[src/rtl/ft12_pkg.sv]
`default_nettype none

package ft12_pkg;

	localparam logic [7:0] START_BYTE = 8'h68;
	localparam logic [7:0] END_BYTE   = 8'h16;
	localparam logic [7:0] MAX_ASDU   = 8'd253;
	localparam logic [7:0] LEN_EXTRA  = 8'd2;

	localparam logic [2:0] HDR_LAST_OPEN  = 3'd5;
	localparam logic [2:0] HDR_LAST_CLOSE = 3'd7;
	localparam logic [2:0] DAT_LAST_OPEN  = 3'd0;
	localparam logic [2:0] DAT_LAST_CLOSE = 3'd2;

	typedef enum logic {
		OP_START = 1'b0,
		OP_DATA  = 1'b1
	} op_t;

	typedef struct packed {
		op_t        kind;
		logic [7:0] b0;
		logic [7:0] b1;
		logic [7:0] lfield;
		logic [7:0] csum;
		logic       close;
	} job_t;

	typedef struct packed {
		logic full;
		logic empty;
	} q_stat_t;

endpackage

`default_nettype wire

[src/rtl/ft12_front.sv]
`default_nettype none

module ft12_front
	import ft12_pkg::*;
(
	input  wire logic        clk,
	input  wire logic        arst_n,
	input  wire logic        s_tvalid,
	output logic             s_tready,
	input  wire logic [31:0] s_tdata,
	input  wire logic        s_tuser,
	input  wire q_stat_t     q_stat,
	output logic             push,
	output job_t             job
);

	logic [7:0] sum_q;
	logic [7:0] rem_q;
	logic       open_q;

	logic       accept;
	op_t        op;
	logic [7:0] ctrl;
	logic [7:0] addr;
	logic [7:0] alen;
	logic [7:0] data;
	logic [7:0] alen_sat;
	logic [7:0] hdr_sum;
	logic [7:0] dat_sum;
	logic [7:0] rem_dec;

	assign op   = op_t'(s_tuser);
	assign ctrl = s_tdata[7:0];
	assign addr = s_tdata[15:8];
	assign alen = s_tdata[23:16];
	assign data = s_tdata[31:24];

	assign s_tready = !q_stat.full;
	assign accept   = s_tvalid && s_tready;

	assign alen_sat = (alen > MAX_ASDU) ? MAX_ASDU : alen;
	assign hdr_sum  = ctrl + addr;
	assign dat_sum  = sum_q + data;
	assign rem_dec  = rem_q - 8'd1;

	always_comb begin
		job.kind   = op;
		job.lfield = alen_sat + LEN_EXTRA;
		job.b1     = addr;
		if (op == OP_START) begin
			job.b0    = ctrl;
			job.csum  = hdr_sum;
			job.close = (alen_sat == 8'd0);
		end else begin
			job.b0    = data;
			job.csum  = dat_sum;
			job.close = (rem_dec == 8'd0);
		end
	end

	assign push = accept && ((op == OP_START) || open_q);

	always_ff @(posedge clk or negedge arst_n) begin
		if (!arst_n) begin
			sum_q  <= 8'd0;
			rem_q  <= 8'd0;
			open_q <= 1'b0;
		end else if (push) begin
			if (job.close) begin
				sum_q  <= 8'd0;
				rem_q  <= 8'd0;
				open_q <= 1'b0;
			end else if (op == OP_START) begin
				sum_q  <= hdr_sum;
				rem_q  <= alen_sat;
				open_q <= 1'b1;
			end else begin
				sum_q  <= dat_sum;
				rem_q  <= rem_dec;
			end
		end
	end

endmodule

`default_nettype wire

[src/rtl/ft12_queue.sv]
`default_nettype none

module ft12_queue
	import ft12_pkg::*;
#(
	parameter int DEPTH = 4
) (
	input  wire logic clk,
	input  wire logic arst_n,
	input  wire logic push,
	input  wire job_t wr_job,
	input  wire logic pop,
	output job_t      rd_job,
	output q_stat_t   q_stat
);

	localparam int PW = $clog2(DEPTH);
	localparam int CW = $clog2(DEPTH + 1);

	job_t          mem [DEPTH];
	logic [PW-1:0] wr_ptr_q;
	logic [PW-1:0] rd_ptr_q;
	logic [CW-1:0] count_q;

	function automatic logic [PW-1:0] wrap_inc(input logic [PW-1:0] p);
		return (p == PW'(DEPTH - 1)) ? '0 : p + PW'(1);
	endfunction

	assign q_stat.full  = (count_q == CW'(DEPTH));
	assign q_stat.empty = (count_q == '0);
	assign rd_job       = mem[rd_ptr_q];

	always_ff @(posedge clk) begin
		if (push) begin
			mem[wr_ptr_q] <= wr_job;
		end
	end

	always_ff @(posedge clk or negedge arst_n) begin
		if (!arst_n) begin
			wr_ptr_q <= '0;
			rd_ptr_q <= '0;
			count_q  <= '0;
		end else begin
			if (push) begin
				wr_ptr_q <= wrap_inc(wr_ptr_q);
			end
			if (pop) begin
				rd_ptr_q <= wrap_inc(rd_ptr_q);
			end
			if (push && !pop) begin
				count_q <= count_q + CW'(1);
			end else if (pop && !push) begin
				count_q <= count_q - CW'(1);
			end
		end
	end

`ifndef SYNTHESIS
	a_count_bound: assert property (@(posedge clk) disable iff (!arst_n)
		count_q <= CW'(DEPTH))
		else $error("queue count beyond depth");
	a_no_overflow: assert property (@(posedge clk) disable iff (!arst_n)
		push |-> !q_stat.full)
		else $error("push into a full queue");
	a_no_underflow: assert property (@(posedge clk) disable iff (!arst_n)
		pop |-> !q_stat.empty)
		else $error("pop from an empty queue");
`endif

endmodule

`default_nettype wire

[src/rtl/ft12_back.sv]
`default_nettype none

module ft12_back
	import ft12_pkg::*;
(
	input  wire logic       clk,
	input  wire logic       arst_n,
	input  wire job_t       rd_job,
	input  wire q_stat_t    q_stat,
	output logic            pop,
	output logic            m_tvalid,
	input  wire logic       m_tready,
	output logic [7:0]      m_tdata,
	output logic            m_tlast
);

	logic [2:0] step_q;
	logic       m_tvalid_q;
	logic [7:0] m_tdata_q;
	logic       m_tlast_q;

	logic       adv;
	logic       load;
	logic [2:0] last_step;
	logic [7:0] nxt_byte;
	logic       nxt_last;

	always_comb begin
		nxt_last = 1'b0;
		if (rd_job.kind == OP_START) begin
			last_step = rd_job.close ? HDR_LAST_CLOSE : HDR_LAST_OPEN;
			unique case (step_q)
				3'd0:    nxt_byte = START_BYTE;
				3'd1:    nxt_byte = rd_job.lfield;
				3'd2:    nxt_byte = rd_job.lfield;
				3'd3:    nxt_byte = START_BYTE;
				3'd4:    nxt_byte = rd_job.b0;
				3'd5:    nxt_byte = rd_job.b1;
				3'd6:    nxt_byte = rd_job.csum;
				default: begin
					nxt_byte = END_BYTE;
					nxt_last = 1'b1;
				end
			endcase
		end else begin
			last_step = rd_job.close ? DAT_LAST_CLOSE : DAT_LAST_OPEN;
			unique case (step_q)
				3'd0:    nxt_byte = rd_job.b0;
				3'd1:    nxt_byte = rd_job.csum;
				default: begin
					nxt_byte = END_BYTE;
					nxt_last = 1'b1;
				end
			endcase
		end
	end

	assign adv  = !m_tvalid_q || m_tready;
	assign load = adv && !q_stat.empty;
	assign pop  = load && (step_q == last_step);

	always_ff @(posedge clk or negedge arst_n) begin
		if (!arst_n) begin
			step_q     <= 3'd0;
			m_tvalid_q <= 1'b0;
		end else begin
			if (adv) begin
				m_tvalid_q <= !q_stat.empty;
			end
			if (pop) begin
				step_q <= 3'd0;
			end else if (load) begin
				step_q <= step_q + 3'd1;
			end
		end
	end

	always_ff @(posedge clk) begin
		if (load) begin
			m_tdata_q <= nxt_byte;
			m_tlast_q <= nxt_last;
		end
	end

	assign m_tvalid = m_tvalid_q;
	assign m_tdata  = m_tdata_q;
	assign m_tlast  = m_tlast_q;

`ifndef SYNTHESIS
	a_last_is_end: assert property (@(posedge clk) disable iff (!arst_n)
		(m_tvalid && m_tlast) |-> (m_tdata == END_BYTE))
		else $error("frame end marked on a byte other than the end byte");
	a_pop_on_load: assert property (@(posedge clk) disable iff (!arst_n)
		pop |-> load)
		else $error("job retired without sending a byte");
	a_rose_from_job: assert property (@(posedge clk) disable iff (!arst_n)
		$rose(m_tvalid) |-> $past(!q_stat.empty))
		else $error("output raised with no job queued");
`endif

endmodule

`default_nettype wire

[src/rtl/ft12_variable_frame_builder.sv]
`default_nettype none

// Builds variable-length telecontrol frames as a byte stream. A start item (tuser low) sends
// 0x68, L, L, 0x68, control and address with L the ASDU length (capped at 253) plus two; each data item
// (tuser high) sends its byte, and the last one of the frame is followed by the checksum and
// 0x16 with tlast. A start item with a zero length closes the frame at once, a data item with
// no open frame is dropped, and a new start abandons an open frame without a trailer. The
// input takes one item per cycle while the job queue between the classifier and the
// serialiser has room; the serialiser sends one byte per cycle from its output register while
// m_tready allows, so a data item yields one byte, a closing data item three, a start item six
// or eight. QUEUE_DEPTH (at least two) sets how far the input may run ahead of the output.
module ft12_variable_frame_builder
	import ft12_pkg::*;
#(
	parameter int QUEUE_DEPTH = 4
) (
	input  wire logic        clk,
	input  wire logic        arst_n,
	input  wire logic        s_tvalid,
	output logic             s_tready,
	input  wire logic [31:0] s_tdata,  // control_byte, link_address, asdu_length, data_byte
	input  wire logic        s_tuser,  // operation
	output logic             m_tvalid,
	input  wire logic        m_tready,
	output logic [7:0]       m_tdata,  // out_byte
	output logic             m_tlast   // frame_end
);

	q_stat_t q_stat;
	logic    push;
	logic    pop;
	job_t    wr_job;
	job_t    rd_job;

	ft12_front u_front (
		.clk      (clk),
		.arst_n   (arst_n),
		.s_tvalid (s_tvalid),
		.s_tready (s_tready),
		.s_tdata  (s_tdata),
		.s_tuser  (s_tuser),
		.q_stat   (q_stat),
		.push     (push),
		.job      (wr_job)
	);

	ft12_queue #(
		.DEPTH (QUEUE_DEPTH)
	) u_queue (
		.clk    (clk),
		.arst_n (arst_n),
		.push   (push),
		.wr_job (wr_job),
		.pop    (pop),
		.rd_job (rd_job),
		.q_stat (q_stat)
	);

	ft12_back u_back (
		.clk      (clk),
		.arst_n   (arst_n),
		.rd_job   (rd_job),
		.q_stat   (q_stat),
		.pop      (pop),
		.m_tvalid (m_tvalid),
		.m_tready (m_tready),
		.m_tdata  (m_tdata),
		.m_tlast  (m_tlast)
	);

endmodule

`default_nettype wire

[config.mk]
export PLATFORM = sky130hd
export DESIGN_NAME = ft12_variable_frame_builder
export DESIGN_NICKNAME = d
export VERILOG_FILES = /design/src/rtl/ft12_pkg.sv /design/src/rtl/ft12_front.sv /design/src/rtl/ft12_queue.sv /design/src/rtl/ft12_back.sv /design/src/rtl/ft12_variable_frame_builder.sv
export SDC_FILE = /design/constraint.sdc
export NUM_CORES = 1
export LEC_CHECK = 0
export ABC_AREA = 1
export BUFFER_PORTS_ARGS = -buffer_cell sky130_fd_sc_hd__buf_2
export CAP_MARGIN = 10
export CORE_ASPECT_RATIO = 2
export CORE_MARGIN = 2
export CORE_UTILIZATION = 45
export DETAILED_ROUTE_END_ITERATION = 10
export REMOVE_ABC_BUFFERS = 1
export SYNTH_ARGS = -nofsm -noshare
export SYNTH_HDL_FRONTEND = slang
export SYNTH_SLANG_ARGS = --single-unit
[constraint.sdc]
create_clock -name clk -period 3 [get_ports clk]
set_input_delay 0.45 -clock clk [delete_from_list [all_inputs] [get_ports clk]]
set_output_delay 0.45 -clock clk [all_outputs]
set_load 0.01 [all_outputs]
==> impl.org, run 1 <==
** Power and ir drop
- In this run the static leakage power is 4.023 nW.
- Proportion of power drawn by combinational gates :: 38.0%
- Proportion of power drawn by the clock network :: 23.7%
- The internal portion of the total power is 5.695 mW.
- Across the VDD grid, the largest voltage drop is 389.3 µV.
- Net switching is 39.26% of the power.
- Switching Power :: 3.681 mW
- Part of the power in registers :: 38.3%
- In this run the power density over the cells is 974.6 mW/mm².

** Detailed routing
- Highest metal used :: met4
- Vias after detailed routing :: 6140
- In the routed design, unresolved DRC markers number 0.
- The detailed router finished its first iteration with 324 violations.
- Wire length on met2 :: 11220 µm
- In the final routed layout, each cell accounts on average for 17.93 µm.
- Average via count per standard cell :: 5.377
- Before antenna repair, the detailed router went through 4 iterations.
- The detailed router put a total of 7843 µm of wire on met1.
- Wires add up to 20480 µm.
- Summed over all nets, wire length on met3 after detailed routing comes to 635 µm.
- Antenna viol nets, final :: 0

** Global routing
- The first global-routing pass estimated 32220 µm of wire.
- For this run the aggregate overflow at the end of global routing stands at 0.
- Maximum number of pins on one net before global-route repair :: 63
- The via count of the first global-routing pass came to 6039.
- Overall routing resource usage :: 21.66%
- The initial antenna violation count came to 0.

** Clock network
- Buffers inserted during clock tree synthesis total 17.
- After clock tree synthesis, the setup repair step added 0 buffers.
- The H-tree was split into 4 levels.
- Clock tree synthesis selected as its root buffer the cell clkbuf_16.
- TritonCTS clock tree :: yes
- Post-CTS repair changed the size of 0 cells.
- Skew-Pair Late Insertion Delay :: 0.44 ns
- # hold bufs at CTS :: 0
- The tree built by TritonCTS fans out to 173 sinks.
- After clock tree synthesis, the clock-pin slew on the worst setup and hold paths is 0.07 ns.
- The clock passes through at most 2 buffers.

** Die
- Placeable core region :: 0.01866 mm²
- The floorplan has 71 rows.
- In this run the count of I/O pins placed on the die edge is 48.
- Once the floorplan was initialized, standard cells occupied 45.68% of the core.
- Chip Height :: 198.6 µm
- Horizontal die dimension :: 101.3 µm
- The floorplan step defined a die boundary enclosing 0.02012 mm².

** Timing
- Highest clock frequency the design can meet :: 0.4302 GHz
- The clock arrives with 0.01275 ns of skew.
- Unrepaired setup endpoints after global routing :: no
- The routed design could run at a clock period as short as 2.325 ns.
- In the finished design, the share of the clock period the worst path needs comes to 77.48%.
- Measured against its own limit, the worst slew margin works out to 49.72%.
- The total count of max-transition violations in the final report was 0.
- Setup total negative slack on the finished layout was measured at 0 ns.
- Hold violation count in the final report :: 0
- Slew at the pin closest to its max-slew limit :: 0.7542 ns
- Setup violations remaining at the end of the flow were counted as 0.

** Yosys
- Cell count after synthesis :: 863
- Count of unique library cells instantiated by Yosys :: 38
- After synthesis, the largest area contributor takes up 51.09% of total cell area.
- Part of the Yosys area used for sequential elements :: 59.32%
- After synthesis the cells add up to 0.008522 mm².
- For this run, the number of Yosys warnings is 0.
- By area the synthesized netlist is led by edfxtp_1 (51%), nand2_1 (12%), dfrtp_1 (8.2%), nand3_1 (6.3%), ha_1 (4.1%).
- Each instance of the synthesized netlist takes up on average 9.875 µm².
- Counting flops and latches in the post-synthesis netlist gives 173.
- Cell taking the most area after synthesis :: edfxtp_1

** Critical path
- Top fanout value on the critical path :: 17
- FF-to-FF Start :: u_queue.rd_ptr_q[0]$_DFFE_PN0P_
- CP endpoint kind :: flip-flop
- At the worst endpoint, the required time is 3.31 ns.
- Worst setup endpoint :: u_queue.count_q[2]$_DFFE_PN0P_
- The most critical setup path has its startpoint at u_queue.rd_ptr_q[0]$_DFFE_PN0P_.
- The critical path is of the flip-flop to flip-flop type.
- Crit path DAT :: 2.64 ns
- Cell depth of the worst flop-to-flop path :: 13
- Kind of launch point of the worst setup path :: flip-flop
- The endpoint identified for the worst register-to-register timing path is u_queue.count_q[2]$_DFFE_PN0P_.
- Reg-to-reg slack, setup :: 0.68 ns

** Run
- The tool flagged a number of max-cap violations equal to 0.

** Final layout
- Final nets :: 978
- Antenna fix cells :: 0
- Synthesis-to-finish area growth :: 12.89%
- Proportion of layout cells with a drive suffix above 1 :: 12.89%
- Non-Filler Instances :: 1142
- Measured on the finished design, the core utilization comes to 51.57%.

** Placement
- Once detailed placement completed, the half-perimeter wirelength came to 14270 µm.
- Once placement completed, the tool counted placed cells totaling 1110.
- RD Place Congestion :: 0.9091
- During placement, the flow inserted port buffers numbering 47.

** Status
- Status :: finished, final reports clean

** Hold path
- The min-delay analysis places its worst path in the category primary input to asynchronous set/reset pin.
how the worst min path moves through the flow:
stage / startpoint / to / slack, ns / cells past startpoint
after detailed placement: u_front.sum_q[0]$_DFFE_PN0P_ / u_front.sum_q[0]$_DFFE_PN0P_ / 0.48 / 2
after global placement: u_front.sum_q[0]$_DFFE_PN0P_ / u_front.sum_q[0]$_DFFE_PN0P_ / 0.48 / 2
after global routing: arst_n / u_queue.wr_ptr_q[0]$_DFFE_PN0P_ / 0.14 / 1
after floorplan: arst_n / u_back.m_tvalid$_DFFE_PN0P_ / 0.15 / 0
final: arst_n / u_back.step_q[1]$_DFFE_PN0P_ / 0.09 / 1
after CTS: arst_n / u_queue.wr_ptr_q[0]$_DFFE_PN0P_ / 0.09 / 1
cells in the mapped netlist:
master,number
o211ai_1,4
xor2_1,10
nand3_4,1
nor4_1,2
nand3_1,108
inv_1,67
clkbuf_1,6
o21ai_1,5
nand4_1,15
a31oi_2,1
buf_4,6
xnor2_1,3
o2111ai_1,2
o22ai_1,9
buf_6,4
nand2_1,263
buf_2,16
nand2_4,1
inv_2,2
edfxtp_1,145
o21ai_2,2
fa_1,3
a21oi_1,15
a31oi_1,1
ha_1,28
o22a_1,1
nor2_2,6
nand3b_1,3
inv_4,2
o21ai_0,43
dfrtp_1,28
nand3_2,2
mux2i_1,3
nor2_1,49
nand4_4,1
nand2_2,3
or2_2,2
nor3_1,1
state kept, by name, indices dropped and copies added (netlist names):
name,cells
u_front.sum_q,8
u_queue.rd_ptr_q,2
u_back.m_tlast,1
u_queue.mem,136
u_back.m_tdata,8
u_front.rem_q,8
u_queue.wr_ptr_q,2
u_queue.count_q,3
u_back.m_tvalid,1
u_front.open_q,1
u_back.step_q,3
worst max-delay path, cell delays in order, from the launching register on:
cell     delay (ns)
dfrtp_2        0.48
inv_4          0.18
nand2_1        0.09
nand3_2        0.10
nand2_4        0.08
nand3_1        0.07
nand2_1        0.09
nand4_4        0.12
ha_1           0.16
inv_1          0.06
fa_1           0.37
a21oi_1        0.14
o21ai_0        0.11
xor2_1         0.15
area by class of cell:
cell class                      count  area (µm²)
Timing Repair Buffer               60       382.9
Clock inverter                     15       177.7
Inverter                           71       271.5
Clock buffer                       17       425.4
Sequential cell                   173        5056
Multi-Input combinational cell    587        3033
Fill cell                        1736        9035
Tap cell                          219       274.0
routing by layer:
layer	global-route usage, %	vias to the layer above
met5	0	-
met4	9.910	0
met3	3.830	46
met2	39.27	149
met1	24.14	2909
li1	-	3036
power by group through the flow:
stage	Clock [mW]	Combinational [mW]	Sequential, mW
floorplan	0	2.27	3.72
global placement	0	3.54	3.64
detailed placement	0	3.57	3.64
CTS	2.26	3.60	3.60
global route	2.34	4.05	3.65
finish	2.22	3.56	3.60
logic make-up (layout without fill, tap and decap cells):
family / count (synthesis) / after routing / synth area share [%]
AO/OA/AOI/OAI: 83 / 83 / 5.447
AND/OR/NAND/NOR: 457 / 457 / 23.29
multiplexers: 3 / 3 / 0.3524
adder cells (fa/ha/maj): 31 / 31 / 4.816
flip-flops: 173 / 173 / 59.32
buffers and inverters: 103 / 163 / 5.447
XOR/XNOR: 13 / 13 / 1.336
per-stage QoR:
step / hold WS, ns / area, µm² / setup slack [ns] / power, mW
6_report: 0.08592 / 9620 / 0.6755 / 9.377
5_1_grt: 0.1376 / 9620 / 0.5261 / 10.05
4_1_cts: 0.09279 / 9620 / 0.6660 / 9.452
3_5_place_dp: 0.4831 / 9017 / 0.6595 / 7.212
3_3_place_gp: 0.4815 / 9017 / 0.6912 / 7.181
2_1_floorplan: 0.1544 / 8329 / -0.5915 / 5.989
placed cells by master (no fill, tap or decap), types with 2 or more instances in the layout:
master,instances
inv_2,2
nor2_1,45
o21ai_1,5
buf_2,47
inv_4,2
clkinv_4,2
o211ai_1,4
ha_1,28
nor2_4,4
xor2_1,10
o21ai_2,2
or2_2,2
dfrtp_1,27
nand2_1,263
nand3b_1,3
inv_1,67
inv_6,4
clkinvlp_4,3
edfxtp_1,145
nand4_1,15
a21oi_1,15
nand3_2,2
bufinv_16,2
buf_4,9
mux2i_1,3
o21ai_0,43
nor2_2,6
o22ai_1,9
inv_8,2
buf_12,4
nand2_2,3
nand3_1,108
fa_1,3
clkbuf_16,17
nor4_1,2
o2111ai_1,2
xnor2_1,3
Power figures use the tool's default switching activity.
==> run 2, diff against run 1 <==
clock period = 2.4 ns   (was 3 ns; I/O delays follow)
==> run 2 against run 1 <==
Against the previous run:
- die area unchanged
- the run now ends with negative hold slack left
- clock power is 23% higher
- setup slack lost 0.45 ns
- largest cell class unchanged
- flip-flop and latch count did not move
- utilization increased by 0.31 points
- hold slack got worse by 0.096 ns
- critical path depth unchanged
==> impl.org, run 2 (same netlist as run 1, synthesis figures left out) <==
** Timing
- Unrepaired setup endpoints after global routing :: no
- The hold violation total from the final report is 7.
- Slew at the pin closest to its max-slew limit :: 0.7586 ns
- Highest clock frequency the design can meet :: 0.4591 GHz
- Setup-violating endpoint count in the final report :: 0
- The tightest hold path in the finished design has a slack of -0.01002 ns.
- Final critical-path share of the clock period :: 90.76%
- Final critical path time including I/O delays and setup :: 2.178 ns
- Worst slew margin relative to its limit :: 49.43%
- For the final database, setup skew stands at 0.01072 ns.
- The total count of max-transition violations in the final report was 0.

** Clock network
- Clock tree synthesis found a total of 173 sinks.
- Number of H-tree levels :: 4
- Root buf cell :: clkbuf_16
- CTS Buf Count :: 17
- The clock passes through at most 2 buffers.
- Setup Buffers After CTS :: 0
- TritonCTS built the clock tree.
- The clock reaches the later pin of the worst-skew pair after 0.43 ns.
- Clock-pin slew on the worst setup and hold paths :: 0.07 ns
- # hold bufs at CTS :: 0

** Hold path
- Kind of path behind the tightest hold check :: primary input to asynchronous set/reset pin

** Global routing
- For this run the aggregate overflow at the end of global routing stands at 0.
- The first global-routing pass estimated 32330 µm of wire.
- The via count of the first global-routing pass came to 6202.
- Global routing used 21.65% of the available tracks across all layers.
- Entering global routing, the biggest net connects 66 pins.
- Antenna violations before repair :: 0

** Final layout
- The register with the most flip-flops in the layout has 136 of them.
- The area growth from synthesis to layout is 13.57%.
- Summing all multi-input logic gate instances after layout gives 0.003033 mm².
- Leaving out filler cells and counting taps, the final layout contains 1155.
- The final layout contains 991 nets.
- The top cell types in the final layout, fill and taps aside, are nand2_1 (263), edfxtp_1 (145), nand3_1 (108), inv_1 (67), buf_2 (47).
- Fill cells in the final layout number 1681.
- The number of antenna diodes in the final layout is 0.
- Summing all flip-flop and latch instances after layout gives 0.005057 mm².
- Final standard cell utilization of the core :: 51.88%
- Register with the most flip-flops :: u_queue.mem
- Proportion of layout cells with a drive suffix above 1 :: 14.10%
- Commonest non-fill, non-tap cell in the layout :: nand2_1

** Status
- Violations in the final reports :: negative hold slack
- The flow ran to the end, but the final reports show violations.

** Critical path
- The critical path in this run is classified as flip-flop to flip-flop.
- Top fanout value on the critical path :: 7
- Kind of launch point of the worst setup path :: flip-flop
- STA puts the critical path data arrival time at 2.48 ns.
- The worst setup path is captured at a flip-flop.
- Critical path data required time :: 2.71 ns

** Placement
- Buffers placed on the I/O ports in this run total 47.
- Counting tap cells, the placed design contains a total of 1123 instances.
- Summed over all nets, the half-perimeter wirelength after detailed placement is 14260 µm.
- RD Place Congestion :: 0.9334

** Die
- Placeable core region :: 0.01866 mm²
- Horizontal die dimension :: 101.3 µm
- For this configuration, the core starts out at a cell density of 45.68%.
- # rows :: 71
- Pin placement for this block handled 48 I/O pins.
- The floorplan step defined a die boundary enclosing 0.02012 mm².
- Measured along the y axis, the die boundary spans 198.6 µm.

** Detailed routing
- Vias after detailed routing :: 6274
- Average via count per standard cell :: 5.432
- Initial DRT Pass Iterations :: 5
- Wires add up to 20510 µm.
- For this run, design rule violations remaining after detail routing come to 0.
- Antenna viol nets, final :: 0
- Dividing the detail-routed wire length by the instance count gives 17.76 µm.
- First DRT Iteration DRCs :: 444

** Power and ir drop
- For this design the ratio of total power to cell area is 1218 mW/mm².
- Final Power :: 11.79 mW
- Peak supply drop :: 579.0 µV
- The analysis attributes to cell leakage a power of 4.071 nW.

** Run
- Max-cap violations in this run came to 0.
## run 2: changes by cell type in the layout (fill, tap and decap cells not counted), moves of 2 or more
cell	before	now
buf_12	4	2
inv_8	2	0
clkbuf_1	0	2
inv_6	4	2
clkinv_4	2	4
buf_4	9	24
## run 2: cell type report
| type | instances | area share (%) |
|---|---|---|
| Multi-Input combinational cell | 587 | 31.34 |
| Clock inverter | 12 | 1.448 |
| Clock buffer | 20 | 4.615 |
| Timing Repair Buffer | 73 | 4.706 |
| Sequential cell | 173 | 52.26 |
| Tap cell | 219 | 2.831 |
| Inverter | 71 | 2.805 |
## run 2: power breakdown
part	leakage (nW)	switching, mW	internal (mW)
clock	0.277	1.16	1.57
sequential	1.67	0.316	4.14
combinational	2.12	3.09	1.51
total	4.07	4.57	7.21
## run 2: path summary, 6_finish.rpt
path	end	startpoint	slack (ns)	cells after the start
setup reg to reg	u_queue.count_q[2]$_DFFE_PN0P_	u_queue.rd_ptr_q[0]$_DFFE_PN0P_	0.22	13
min in group clk	u_back.m_tvalid$_DFFE_PN0P_	m_tready	0.13	2
hold reg to reg	u_front.sum_q[0]$_DFFE_PN0P_	u_front.sum_q[0]$_DFFE_PN0P_	0.49	2
setup / recovery	u_queue.count_q[2]$_DFFE_PN0P_	u_queue.rd_ptr_q[0]$_DFFE_PN0P_	0.22	13
max in group asynchronous	u_queue.rd_ptr_q[1]$_DFFE_PN0P_	arst_n	1.89	1
hold / removal	u_back.step_q[1]$_DFFE_PN0P_	arst_n	-0.01	1
## run 2: what timing repair did
item                                    CTS  global route
resized for setup                         0             1
endpoints found under the setup margin    0             2
endpoints found under the hold margin     0             0
## run 2: layer usage
layer	track usage, %	part of all wire, %	vias up
met3	3.373	3.5	49
met4	11.86	4.5	0
met5	0	0	-
li1	-	-	3063
met2	38.56	53	154
met1	24.18	39	3008
## run 2: metrics by stage
stage          setup WS, ns  cell area, µm²  TNS [ns]
6_report             0.2218            9678         0
5_1_grt             0.02420            9678         0
4_1_cts              0.1804            9677         0
3_5_place_dp         0.2054            9090         0
3_3_place_gp         0.2313            9090         0
2_1_floorplan        -1.190            8329   -169.73
## run 2: worst max-delay path, stage by stage (launching register included)
cell and delay (ns):
dfrtp_2 0.47, inv_4 0.10, nand2_1 0.06, nand3_2 0.09
nand2_4 0.08, nand3_1 0.07, nand2_1 0.10, nand4_4 0.08
ha_1 0.15, inv_1 0.07, fa_1 0.37, a21oi_1 0.15
o21ai_0 0.11, xor2_1 0.15
==> run 3, diff against run 2 <==
ABC_AREA = 0   (was 1)
==> run 3 against run 2 <==
Against the previous run:
- the flow finishes with violations (negative setup slack)
- register-to-register slack worse by 0.23 ns
- global-route usage down 1.2 points
- wire length down 9.2%
- utilization up 1.6 points
- clock power about the same
- total power down 0.48%
- critical endpoint is now u_queue.count_q[1]$_DFFE_PN0P_
- highest routed layer unchanged
==> impl.org, run 3 <==
** Power and ir drop
- In this run switching power makes up 34.92% of total power.
- Switching Power :: 4.097 mW
- The analysis attributes to cell leakage a power of 3.478 nW.
- Registers are responsible for 39.0% of the overall power.
- Total internal power :: 7.634 mW
- Proportion of power drawn by the clock network :: 23.3%
- P per Cell Area :: 1241 mW/mm²
- Peak supply drop :: 736.1 µV
- Proportion of power drawn by combinational gates :: 37.7%

** Critical path
- Count of buffering cells on the critical path with inverters included :: 2
- For this design, the slowest cell found on the critical path is mux4_2.
- For the worst setup path, the data arrival time is 2.74 ns.
- Traced cell by cell, the critical path runs through buf_4 -> mux4_2 -> xnor2_2 -> o211ai_4 -> ha_4 -> inv_2 -> fa_2 -> mux2_2.
- Worst path max stage delay :: 0.51 ns
- CP endpoint kind :: flip-flop
- STA classifies the critical path startpoint as a flip-flop.
- Top fanout value on the critical path :: 3
- Critical path data required time :: 2.72 ns
- The worst setup path is of the flip-flop to flip-flop kind.
- Broken down by cell family, the worst path's largest delay share belongs to multiplexers.

** Clock network
- Root buf cell :: clkbuf_16
- Clock-pin slew on the worst setup and hold paths :: 0.07 ns
- For the worst-skew pair, the clock arrives at the later sink with an insertion delay of 0.44 ns.
- TritonCTS clock tree :: yes
- Number of H-tree levels :: 4
- CTS Buf Count :: 17
- Clock tree buffer depth :: 2
- Sinks on Clock Net :: 173

** Final layout
- Synthesis-to-finish area growth :: 16.42%
- Final nets :: 694
- After routing the design area is 0.009457 mm².
- Leaving out fill and tap cells, the most frequent cell in the layout is edfxtp_1.
- Area of the multi-input gates :: 0.002908 mm²
- Register with the most flip-flops :: u_queue.mem
- Area taken by flip-flops and latches :: 0.005056 mm²
- Final standard cell utilization of the core :: 53.43%
- Proportion of layout cells with a drive suffix above 1 :: 26.29%
- The register with the most flip-flops in the layout has 136 of them.
- After filler insertion, the fill cell instance count of the layout stands at 1488.
- 0 antenna diodes ended up in the layout.
- The top cell types in the final layout, fill and taps aside, are edfxtp_1 (145), buf_2 (47), nand2_1 (32), buf_4 (29), dfrtp_1 (27).

** Detailed routing
- Average wire length per cell after detail routing :: 21.85 µm
- The pre-antenna-repair detailed-routing pass consisted of 5 iterations.
- Antenna viol nets, final :: 0
- In the routed design, unresolved DRC markers number 0.
- Average via count per standard cell :: 5.873
- Wire length reported by the detailed router :: 18620 µm
- Vias after detailed routing :: 5004
- The detailed router finished its first iteration with 285 violations.

** Die
- Number of ports placed on the die boundary :: 48
- The die covers 0.01921 mm².
- Chip Height :: 194 µm
- The floorplan step defined a core boundary enclosing 0.01770 mm².
- The floorplan step set the die width to 99 µm.
- In this run the core area contains 69 standard-cell rows.
- Once the floorplan was initialized, standard cells occupied 45.90% of the core.

** Yosys
- The top cell type by area accounts for 53.60% of the synthesized area.
- Synth warn :: 0
- Synthesis handed over a netlist of 550 instances.
- After synthesis, flip-flops and latches occupy 62.23% of the total area.
- Count of unique library cells instantiated by Yosys :: 59
- In this run, synthesis inferred 145 flip-flops with an integrated enable.
- Post-synthesis area per instance :: 14.77 µm²
- Leading cell types by total area after synthesis :: edfxtp_1 (54%), dfrtp_1 (8.6%), mux4_2 (6.9%), ha_1 (4.3%), mux2i_1 (1.7%)
- The most common cell in the synthesized netlist is edfxtp_1.
- Cell taking the most area after synthesis :: edfxtp_1
- Yosys reg bits :: 173
- The commonest cells after synthesis are edfxtp_1 (145), nand2_1 (32), dfrtp_1 (28), ha_1 (28), mux4_2 (25).
- For this run, the leading register cell type out of synthesis is edfxtp_1.
- After synthesis, the share of flip-flops with an asynchronous set or reset is 16.18%.
- Post-Syn Area :: 0.008123 mm²

** Timing
- Setup-violating endpoint count in the final report :: 1
- Slew at the pin closest to its max-slew limit :: 0.7234 ns
- Clock skew on the completed layout was measured at 0.01368 ns.
- Setup repair after global routing could not meet its margin everywhere.
- In the final timing run, aggregate negative setup slack is -0.01177 ns.
- Final critical path time including I/O delays and setup :: 2.412 ns
- The hold violation total from the final report is 0.
- Highest clock frequency the design can meet :: 0.4146 GHz
- The worst pin sits at a relative slew slack of 51.77%.
- PnR worst setup slack :: -0.01177 ns
- Final critical-path share of the clock period :: 100.5%
- The total count of max-transition violations in the final report was 0.

** Status
- Violations in the final reports :: negative setup slack
- The flow ran to the end, but the final reports show violations.

** Placement
- At the end of routability-driven placement, the weighted congestion stood at 0.8475.
- Detailed placement ended at an HPWL of 13130 µm.
- Port buffering added 47 buffers.
- Post-place instance area :: 0.008753 mm²

** Global routing
- The first global-routing pass estimated 29460 µm of wire.
- The initial antenna violation count came to 0.
- The via count of the first global-routing pass is 5260.
- Overall routing resource usage :: 20.47%
- For this run the aggregate overflow at the end of global routing stands at 0.
- Maximum number of pins on one net before global-route repair :: 38

** Run
- Across the run, the number of max-cap violations was 0.

** Hold path
- Kind of path behind the tightest hold check :: primary input to flip-flop
[run 3: path summary, 6_finish.rpt]
| path | start | endpoint | slack [ns] | cells after the start |
|---|---|---|---|---|
| setup reg to reg | u_queue.rd_ptr_q[0]$_DFFE_PN0P_ | u_queue.count_q[1]$_DFFE_PN0P_ | -0.01 | 8 |
| min in group asynchronous | arst_n | u_front.sum_q[4]$_DFFE_PN0P_ | 0.51 | 2 |
| hold / removal | s_tvalid | u_front.open_q$_DFFE_PN0P_ | 0.13 | 2 |
| max in group asynchronous | arst_n | u_queue.rd_ptr_q[0]$_DFFE_PN0P_ | 1.38 | 2 |
| hold reg to reg | u_queue.count_q[2]$_DFFE_PN0P_ | u_queue.count_q[2]$_DFFE_PN0P_ | 0.49 | 1 |
| setup / recovery | u_queue.rd_ptr_q[0]$_DFFE_PN0P_ | u_queue.count_q[1]$_DFFE_PN0P_ | -0.01 | 8 |
[run 3: metal layers]
layer  GRT usage (%)  up-vias  share of wire [%]
li1                -     2318                  -
met1           23.70     2555                 38
met2           37.24      107                 57
met3           3.425       24                2.8
met4           7.712        0                2.5
met5               0        -                  0
[run 3: cell families (layout without fill, tap and decap cells)]
logic type / after synthesis / count (layout) / synth area share (%)
AOI/OAI and AO/OA: 118 / 118 / 9.966
xor gates and xnor gates: 16 / 16 / 1.725
adders and majority gates: 31 / 31 / 5.052
buffers and inverters: 47 / 136 / 2.649
DFF: 173 / 173 / 62.23
muxes: 55 / 55 / 11.48
and+or+nand+nor: 110 / 110 / 6.901
[run 3: area by class of cell]
type | instances | area share [%]
clock buffers | 19 | 5.028
clock inverters | 13 | 1.204
inverters | 22 | 0.8732
multi-input cells | 330 | 30.75
flip-flops and latches | 173 | 53.47
well taps | 213 | 2.818
repair buffers | 82 | 5.861
[run 3: metrics by stage]
step | setup slack (ns) | hold WS [ns] | cells | total power, mW
after global routing | -0.08525 | 0.1252 | 852 | 12.40
after detailed placement | -0.2148 | 0.4530 | 813 | 8.914
final | -0.01177 | 0.1314 | 852 | 11.73
after global placement | -0.09669 | 0.4474 | 813 | 8.757
after CTS | -0.02143 | 0.1333 | 850 | 11.74
after floorplan | -1.434 | 0.06441 | 525 | 7.424
[run 3: power by group through the flow]
stage                     sequential, mW  clock (mW)  combinational [mW]
after CTS                           4.58        2.76                4.40
after detailed placement            4.64           0                4.27
after global placement              4.59           0                4.17
final                               4.58        2.73                4.43
after global routing                4.66        2.88                4.86
after floorplan                     4.80           0                2.63
[run 3: repair_timing]
action | 4_1_cts | 5_1_grt
resized for setup | 8 | 6
hold buffers | 1 | 0
buffers inserted | 4 | 2
endpoints found under the setup margin | 7 | 10
hold endpoints to repair | 18 | 0
pin swaps | 6 | 4
